File: src/design/sis_pkg.sv
package sis_pkg;

  localparam int unsigned VAL_W  = 32;
  localparam int unsigned REQ_W  = 3;
  localparam int unsigned FILL_W = 5;

  typedef enum logic [REQ_W-1:0] {
    REQ_PUSH        = 3'd0,
    REQ_PUSH_SORTED = 3'd1,
    REQ_POP         = 3'd2,
    REQ_PEEK        = 3'd3,
    REQ_SORT        = 3'd4
  } req_t;

  // per-cycle command broadcast to every cell of the chain
  typedef enum logic [2:0] {
    OP_HOLD,
    OP_PUSH,
    OP_PUSH_SORTED,
    OP_POP,
    OP_SORT_EVEN,
    OP_SORT_ODD
  } cell_op_t;

  typedef struct packed {
    cell_op_t op;
  } cell_ctl_t;

endpackage

File: src/design/sis_in_if.sv
interface sis_in_if;
  logic                                valid;
  logic                                ready;
  logic [sis_pkg::REQ_W-1:0]           req_type;
  logic signed [sis_pkg::VAL_W-1:0]    value;

  modport source (output valid, output req_type, output value, input ready);
  modport sink   (input valid, input req_type, input value, output ready);
endinterface

File: src/design/sis_out_if.sv
interface sis_out_if;
  logic                                valid;
  logic                                ready;
  logic signed [sis_pkg::VAL_W-1:0]    result_value;
  logic                                was_empty;
  logic                                overflow;
  logic [sis_pkg::FILL_W-1:0]          fill_count;

  modport source (output valid, output result_value, output was_empty,
                  output overflow, output fill_count, input ready);
  modport sink   (input valid, input result_value, input was_empty,
                  input overflow, input fill_count, output ready);
endinterface

File: src/design/sis_cell.sv
// One stack slot. Cell 0 is the top of the stack.
module sis_cell #(
  parameter int unsigned DATA_WIDTH = 32,
  parameter bit          IS_ODD     = 1'b0
) (
  input  logic                         clk,
  input  sis_pkg::cell_ctl_t           ctl,
  input  logic signed [DATA_WIDTH-1:0] push_val,
  input  logic signed [DATA_WIDTH-1:0] above,
  input  logic signed [DATA_WIDTH-1:0] below,
  input  logic                         valid_self,
  input  logic                         valid_below,
  input  logic                         prefix_in,
  output logic                         prefix_out,
  input  logic                         gt_in,
  output logic                         gt_out,
  output logic signed [DATA_WIDTH-1:0] data_out
);

  logic signed [DATA_WIDTH-1:0] data_r;
  logic signed [DATA_WIDTH-1:0] data_nxt;
  logic                         le_val;
  logic                         upper_role;

  assign le_val     = valid_self && (data_r <= push_val);
  assign prefix_out = prefix_in && le_val;
  // strict compare keeps equal values in place
  assign gt_out     = valid_below && (data_r > below);
  assign data_out   = data_r;

  always_comb begin
    upper_role = 1'b0;
    data_nxt   = data_r;
    unique case (ctl.op)
      sis_pkg::OP_HOLD: data_nxt = data_r;
      sis_pkg::OP_PUSH: data_nxt = above;
      sis_pkg::OP_POP:  data_nxt = below;
      sis_pkg::OP_PUSH_SORTED: begin
        priority if (!prefix_in) begin
          data_nxt = above;
        end else if (le_val) begin
          data_nxt = data_r;
        end else begin
          data_nxt = push_val;
        end
      end
      sis_pkg::OP_SORT_EVEN, sis_pkg::OP_SORT_ODD: begin
        upper_role = (IS_ODD == (ctl.op == sis_pkg::OP_SORT_ODD));
        if (upper_role) begin
          data_nxt = gt_out ? below : data_r;
        end else begin
          data_nxt = gt_in ? above : data_r;
        end
      end
      default: data_nxt = data_r;
    endcase
  end

  always_ff @(posedge clk) begin
    data_r <= data_nxt;
  end

endmodule

File: src/design/sorted_insert_stack.sv
// Bounded stack of signed values with sorted insertion, built as a row of
// compare-and-shift cells with the top of the stack in cell 0.
// Input channel in_bus: one beat carries req_type and value. Output channel
// out_bus: exactly one result beat per request, in request order.
// push, push_sorted, pop and peek: the cells shift, insert or read in the
// accept cycle and the result is registered, so it shows on out_bus in the
// cycle after the input beat. A new request is taken every cycle while
// results are drained and no sort is running.
// sort also answers in the cycle after its beat (its result carries only the
// fill count), then runs DEPTH odd-even transposition phases over the cells;
// in_bus.ready is low while those phases run. A stack of zero or one entry
// is not sorted and does not lower in_bus.ready.
// Receiver stall: the single output register holds its beat; in_bus.ready
// drops until that beat is taken or taken in the same cycle.
// Reset (rst_n low, synchronous) empties the stack and clears the output
// valid flag. Entry contents are not cleared; only held entries are read.
module sorted_insert_stack #(
  parameter int unsigned DEPTH      = 16,
  parameter int unsigned DATA_WIDTH = 32
) (
  input  logic      clk,
  input  logic      rst_n,
  sis_in_if.sink    in_bus,
  sis_out_if.source out_bus
);

  localparam int unsigned CW = $clog2(DEPTH + 1);
  localparam int unsigned PW = $clog2(DEPTH);

  typedef enum logic [1:0] {
    ST_IDLE = 2'b01,
    ST_SORT = 2'b10
  } state_t;

  state_t state_r, state_nxt;
  logic [CW-1:0] count_r, count_nxt;
  logic [PW-1:0] phase_r, phase_nxt;

  logic                                    out_valid_r, out_valid_nxt;
  logic signed [sis_pkg::VAL_W-1:0]        res_r, res_nxt;
  logic                                    empty_r, empty_nxt;
  logic                                    ovf_r, ovf_nxt;
  logic [sis_pkg::FILL_W-1:0]              fill_r;

  sis_pkg::cell_ctl_t            ctl;
  logic signed [DATA_WIDTH-1:0]  push_val;
  logic signed [DATA_WIDTH-1:0]  cell_data [DEPTH];
  logic                          cell_gt   [DEPTH];
  logic                          cell_valid[DEPTH];
  logic                          prefix    [DEPTH+1];
  logic                          accept;
  logic                          full;
  logic                          empty;

  assign in_bus.ready = (state_r == ST_IDLE) && (!out_valid_r || out_bus.ready);
  assign accept       = in_bus.valid && in_bus.ready;
  assign push_val     = DATA_WIDTH'(in_bus.value);
  assign full         = (count_r == CW'(DEPTH));
  assign empty        = (count_r == '0);
  assign prefix[0]    = 1'b1;

  always_comb begin
    state_nxt = state_r;
    count_nxt = count_r;
    phase_nxt = phase_r;
    ctl.op    = sis_pkg::OP_HOLD;
    res_nxt   = '0;
    empty_nxt = 1'b0;
    ovf_nxt   = 1'b0;
    unique case (state_r)
      ST_IDLE: begin
        if (accept) begin
          unique case (in_bus.req_type)
            sis_pkg::REQ_PUSH, sis_pkg::REQ_PUSH_SORTED: begin
              if (full) begin
                ovf_nxt = 1'b1;
              end else begin
                ctl.op    = (in_bus.req_type == sis_pkg::REQ_PUSH) ?
                            sis_pkg::OP_PUSH : sis_pkg::OP_PUSH_SORTED;
                count_nxt = count_r + CW'(1);
              end
            end
            sis_pkg::REQ_POP, sis_pkg::REQ_PEEK: begin
              if (empty) begin
                empty_nxt = 1'b1;
              end else begin
                res_nxt = sis_pkg::VAL_W'(cell_data[0]);
                if (in_bus.req_type == sis_pkg::REQ_POP) begin
                  ctl.op    = sis_pkg::OP_POP;
                  count_nxt = count_r - CW'(1);
                end
              end
            end
            sis_pkg::REQ_SORT: begin
              if (count_r > CW'(1)) begin
                state_nxt = ST_SORT;
                phase_nxt = '0;
              end
            end
            default: ;
          endcase
        end
      end
      ST_SORT: begin
        ctl.op    = phase_r[0] ? sis_pkg::OP_SORT_ODD : sis_pkg::OP_SORT_EVEN;
        phase_nxt = phase_r + PW'(1);
        if (phase_r == PW'(DEPTH - 1)) begin
          state_nxt = ST_IDLE;
        end
      end
      default: state_nxt = ST_IDLE;
    endcase
  end

  always_comb begin
    if (accept) begin
      out_valid_nxt = 1'b1;
    end else if (out_bus.ready) begin
      out_valid_nxt = 1'b0;
    end else begin
      out_valid_nxt = out_valid_r;
    end
  end

  always_ff @(posedge clk) begin
    if (!rst_n) begin
      state_r     <= ST_IDLE;
      count_r     <= '0;
      phase_r     <= '0;
      out_valid_r <= 1'b0;
    end else begin
      state_r     <= state_nxt;
      count_r     <= count_nxt;
      phase_r     <= phase_nxt;
      out_valid_r <= out_valid_nxt;
    end
  end

  always_ff @(posedge clk) begin
    if (accept) begin
      res_r   <= res_nxt;
      empty_r <= empty_nxt;
      ovf_r   <= ovf_nxt;
      fill_r  <= sis_pkg::FILL_W'(count_nxt);
    end
  end

  assign out_bus.valid        = out_valid_r;
  assign out_bus.result_value = res_r;
  assign out_bus.was_empty    = empty_r;
  assign out_bus.overflow     = ovf_r;
  assign out_bus.fill_count   = fill_r;

  for (genvar g = 0; g < DEPTH; g++) begin : g_cell
    logic signed [DATA_WIDTH-1:0] above;
    logic signed [DATA_WIDTH-1:0] below;
    logic                         valid_below;
    logic                         gt_in;

    assign cell_valid[g] = (count_r > CW'(g));

    if (g == 0) begin : g_top
      assign above = push_val;
      assign gt_in = 1'b0;
    end else begin : g_mid
      assign above = cell_data[g-1];
      assign gt_in = cell_gt[g-1];
    end

    if (g == DEPTH - 1) begin : g_bot
      assign below       = '0;
      assign valid_below = 1'b0;
    end else begin : g_nbot
      assign below       = cell_data[g+1];
      assign valid_below = cell_valid[g+1];
    end

    sis_cell #(
      .DATA_WIDTH (DATA_WIDTH),
      .IS_ODD     (g % 2 == 1)
    ) u_cell (
      .clk         (clk),
      .ctl         (ctl),
      .push_val    (push_val),
      .above       (above),
      .below       (below),
      .valid_self  (cell_valid[g]),
      .valid_below (valid_below),
      .prefix_in   (prefix[g]),
      .prefix_out  (prefix[g+1]),
      .gt_in       (gt_in),
      .gt_out      (cell_gt[g]),
      .data_out    (cell_data[g])
    );
  end

endmodule

File: src/flat_wrapper.sv
// flat-port wrapper written by rule: the top's interface ports become plain ports
module sorted_insert_stack_flat 
#(
  parameter int unsigned DEPTH      = 16,
  parameter int unsigned DATA_WIDTH = 32
)
  (clk, rst_n, in_bus_valid, in_bus_req_type, in_bus_value, in_bus_ready, out_bus_valid, out_bus_result_value, out_bus_was_empty, out_bus_overflow, out_bus_fill_count, out_bus_ready);
  sis_in_if in_bus_i ();
  sis_out_if out_bus_i ();
  input  logic clk;
  input  logic rst_n;
  input wire logic [$bits(in_bus_i.valid)-1:0] in_bus_valid;
  input wire logic [$bits(in_bus_i.req_type)-1:0] in_bus_req_type;
  input wire logic [$bits(in_bus_i.value)-1:0] in_bus_value;
  output wire logic [$bits(in_bus_i.ready)-1:0] in_bus_ready;
  output wire logic [$bits(out_bus_i.valid)-1:0] out_bus_valid;
  output wire logic [$bits(out_bus_i.result_value)-1:0] out_bus_result_value;
  output wire logic [$bits(out_bus_i.was_empty)-1:0] out_bus_was_empty;
  output wire logic [$bits(out_bus_i.overflow)-1:0] out_bus_overflow;
  output wire logic [$bits(out_bus_i.fill_count)-1:0] out_bus_fill_count;
  input wire logic [$bits(out_bus_i.ready)-1:0] out_bus_ready;
  assign in_bus_i.valid = in_bus_valid;
  assign in_bus_i.req_type = in_bus_req_type;
  assign in_bus_i.value = in_bus_value;
  assign in_bus_ready = in_bus_i.ready;
  assign out_bus_valid = out_bus_i.valid;
  assign out_bus_result_value = out_bus_i.result_value;
  assign out_bus_was_empty = out_bus_i.was_empty;
  assign out_bus_overflow = out_bus_i.overflow;
  assign out_bus_fill_count = out_bus_i.fill_count;
  assign out_bus_i.ready = out_bus_ready;
  sorted_insert_stack #(.DEPTH(DEPTH), .DATA_WIDTH(DATA_WIDTH)) u_core (.clk(clk), .rst_n(rst_n), .in_bus(in_bus_i), .out_bus(out_bus_i));
endmodule
File: config.mk
export PLATFORM = sky130hd
export DESIGN_NAME = sorted_insert_stack_flat
export DESIGN_NICKNAME = d
export VERILOG_FILES = /design/src/design/sis_pkg.sv /design/src/design/sis_in_if.sv /design/src/design/sis_out_if.sv /design/src/design/sis_cell.sv /design/src/design/sorted_insert_stack.sv /design/src/flat_wrapper.sv
export SDC_FILE = /design/constraint.sdc
export NUM_CORES = 2
export LEC_CHECK = 0
export BUFFER_PORTS_ARGS = -buffer_cell sky130_fd_sc_hd__buf_2
export CAP_MARGIN = 10
export CORE_MARGIN = 2
export CORE_UTILIZATION = 42
export CTS_CLUSTER_SIZE = 8
export DETAILED_ROUTE_END_ITERATION = 8
export HOLD_SLACK_MARGIN = 0.15
export MAX_ROUTING_LAYER = met4
export PLACE_DENSITY = 0.54
export SYNTH_ARGS = -nofsm -noshare
export SYNTH_HDL_FRONTEND = slang
export SYNTH_HIERARCHICAL = 1
export SYNTH_SLANG_ARGS = --single-unit
File: constraint.sdc
create_clock -name clk -period 20 [get_ports clk]
set_input_delay 1 -clock clk [delete_from_list [all_inputs] [get_ports clk]]
set_output_delay 1 -clock clk [all_outputs]
set_load 0.05 [all_outputs]
# Word level (Yosys, flattened, before mapping)
# Cells that the tools add are included.
# word_totals
register_bits	563
out_inout_bits	41
word_cells	325
# classes
add_sub_neg	3
magnitude_cmp	47
n_eq_ne	51
n_mux	120
bitwise_logic	2
reduce_logical	78
# op_table
op	count
32-bit two-way mux	77
32-bit case mux with 4 select lines	16
32-bit less-or-equal comparator	16
32-bit > comparator	15
3-bit != test (second input constant)	30
4-bit AND reduction	18
1-bit logical AND	47
5-bit by 4-bit > comparator with 1-bit output (second input constant)	8
5-bit two-way mux	5
5-bit by 3-bit > comparator with 1-bit output (second input constant)	4
3-bit by 2-bit == test with 1-bit output (second input constant)	4
2-bit two-way mux	6
4-bit two-way mux	3
2-bit != test (second input constant)	6
3-bit case mux with 2 select lines	2
5-bit by 1-bit > comparator with 1-bit output (second input constant)	2
5-bit by 2-bit > comparator with 1-bit output (second input constant)	2
5-bit case mux with 2 select lines	1
3-bit == test (second input constant)	3
3-bit two-way mux	3
4-bit case mux with 2 select lines	1
3-bit by 1-bit == test with 1-bit output (second input constant)	2
2-bit OR reduction	3
5-bit by 1-bit adder with 5-bit output (second input constant)	1
other kinds (18)	26

# Longest topological paths before layout
# depth
depth_word	18
ltp_mapped	57

# Modules after synthesis
# Netlist, hierarchy kept.
# by_module_without_submodules
mod	instances	cells_each	area_each_um2	seq_area_each_um2
sis_cell at u_core.g_cell[11].u_cell ...	8	358	3216.8	960.9
sis_cell at u_core.g_cell[0].u_cell ...	8	354	3200.6	960.9
sorted_insert_stack	1	241	2640.0	1411.4

# Worst setup path after synthesis
# Ideal clock, no wire load.
# synth_timing
path_kind	input -> register
start	in in_bus_value[14]
end	reg u_core.g_cell[15].u_cell.data_r[0] (enable)
arrival_ns	9.369
required_ns	19.551
slack_ns	10.182
path_stages	56
n_path_buf	0
cell_sequence	inv_1 ha_1 nand4_2 or4_4 a21o_1 a31oi_2 or3_2 nand2_1 a21oi_1 and3_1 nand3_1 a211o_1 nand2_1 nand2_1 a21oi_1 and3_1 nand3_1 a211o_1 [... 20 more ...] a21oi_1 and3_1 nand3_1 a211o_1 nand2_1 nand2_1 a21oi_1 and3_1 nand3_1 a211o_1 nand2_1 nand2_1 a21oi_1 and3_1 nand3_1 a211o_1 nand4b_1 o211ai_2
# synth_rtl
element	line	text
start: declaration	flat_wrapper.sv:14	input wire logic [$bits(in_bus_i.value)-1:0] in_bus_value;
end signal: assignment	sis_cell.sv:60	data_r <= data_nxt;
end: declaration	sis_cell.sv:20	logic signed [DATA_WIDTH-1:0] data_r;

==> qor.csv <==
metric,value,unit
critical_path.max_fanout,33,
dpl.hpwl,152000,microns
cp-start-kind,input port,
drt_first_pass_iters,9,
fin_crit_sh,62.9,%
grt_max_degree,51,
area.growth.synth_to_final,10.1,%
required,20.56,ns
worst_ep_arrival_time,13.15,ns
crit_top_cell,nand2_1,
ios,80,
worstMarginPinSlew,1.19,ns
dieArea,131000,sq um
worst-path-buf-inv,6,
die_h,362,microns
clk_latency,0.72,ns
outcome,"finished, violations left",
cts_root_buffer,clkbuf_16,
setup_tns,0,ns
ant_nets,0,
grt.total_usage,30.3,%
yosysWarnings,6,
avgSynthCellArea,9.09,sq um
coreArea,128000,sq um
setup_violations,0,
htreeDepth,3,
cts.sinks,563,
crit_type,in2reg,
drc,108,
antenna_found_initial,11,
drt-initial-drc-count,7191,
clkTransAtPathRegs,0.05,ns
period_needed,12.59,ns
first_global_vias,45500,
fin_skew,0.0330,ns
die_w,362,microns
num-nets-final,7154,
cp-end-kind,flop,
clock_path_buffers,3,
syn-instance-count,5934,
final_design_area_no_fill,59400,sq um
wl_per_cell,25.4,microns
num_rows,131,
slew_headroom,20.4,%
powerDensity,55.4,nW/um^2
place_congestion,0.903,
min_path_type,reg2reg,
power.leakage,0.0290,uW
grt_pass1_wl,294000,microns
num_vias,47500,
routed_via_density,6.11,
drive_gt1_share,7.20,%
violations,design-rule violations,
finalHoldViolCount,0,
fillers,12300,
rsz0062_at_grt,false,
ctsHoldBuffers,0,
ctsResizeCount,0,
cts_tree,built,
maxCapViolCount,0,
synth_area,54000,sq um
io_buffers,79,
post-cts-setup-buffer-count,0,
cp_slowest_cell,nor4bb_4,
irDropWorstVdd,0.0000617,V
drv_slew,0,
post_dp_cell_area,57100,sq um
slowest_delay,0.91,ns
grt-ovfl-total,0,
cts_buffers,83,
totalWireLength,197000,microns
initial_utilization,42.3,%
crit_family,simple AND/OR/NAND/NOR gates,
fmax,79.4,MHz
## sequential cells by signal (all words and copies together), names as in the netlist
register,cells
u_core/state_r,2
u_core/out_bus.fill_count,5
u_core/g_cell.u_cell/data_out,512
u_core/out_bus.overflow,1
u_core/phase_r,4
u_core/out_bus.valid,1
u_core/count_r,5
u_core/out_bus.result_value,32
u_core/out_bus.was_empty,1
## worst reg2reg max path, delay by kind of cell, from the launching register on
| family | cells | cell delay [ns] |
|---|---|---|
| simple gates | 32 | 5.97 |
| compound gates | 16 | 4.58 |
| fa+ha+maj | 1 | 0.37 |
| buf+inv | 3 | 0.67 |
| flops | 1 | 0.47 |
## cells in the final DEF, fill, tap and decap left out, drive strengths merged, types with 9 or more instances in the layout
cell type,instances
dfxtp,12
nand2,299
nor2,84
nor2b,51
a31oi,27
edfxtp,551
a21oi,453
nand3,95
a222oi,512
and4bb,10
and4,16
inv,1597
nor4,58
o21a,18
o31a,12
o31ai,10
nand4,210
a22o,18
a21o,56
xor2,15
o211ai,41
clkinv,17
a211oi,32
a21boi,32
buf,182
or4,17
nor3,49
or3,18
and2,17
o21ai,174
and3,44
nor3b,17
a211o,25
a2bb2oi,9
a221oi,24
clkbuf,102
conb,69
ha,1033
## report_power, final
part	internal [uW]	switching, uW	leakage, uW
clock	758	583	0.00112
combinational	192	346	0.0228
sequential	1340	70.2	0.00515
total	2290	999	0.0290
## metrics by stage
stage	instances	utilization (%)	setup slack, ns	total power, uW	hold WS [ns]
2_1_floorplan	6001	-	10.20	1740	0.463
3_3_place_gp	7657	44.7	7.17	1950	0.481
3_5_place_dp	7657	44.7	6.88	1960	0.491
4_1_cts	7771	46.6	7.61	3310	0.503
5_1_grt	7773	46.6	6.61	3420	0.535
6_report	7776	46.6	7.41	3290	0.503
## final timing paths
kind                                                      startpoint                              endpoint  slack (ns)  depth (start not counted)
worst max-delay path                                in_bus_value[23]  u_core/g_cell[15].u_cell/data_out[0]        7.41                         55
worst min register to register                     u_core/phase_r[1]                     u_core/phase_r[1]        0.50                          2
worst min-delay path                               u_core/phase_r[1]                     u_core/phase_r[1]        0.50                          2
worst max register to register  u_core/g_cell[0].u_cell/data_out[23]  u_core/g_cell[15].u_cell/data_out[0]        7.80                         52
## metal layers
metal	vias up	track usage (%)	share of wire, %
li1	22300	-	-
met2	1933	51.4	49
met4	0	12.0	4.2
met3	387	3.05	6.7
met1	22900	37.0	40
met5	-	-	0
## final cells by class
cell class	count	area, sq um	area share, %
flip-flops and latches	563	16800	28.3
inverters	1604	6020	10.1
clock buffers	102	2170	3.65
multi-input cells	3648	31000	52.2
diodes	3	7.51	0.0126
clock inverters	12	148	0.249
well taps	1662	2080	3.50
repair buffers	182	1180	1.99
Note: power is estimated with default switching activity, not from simulation.
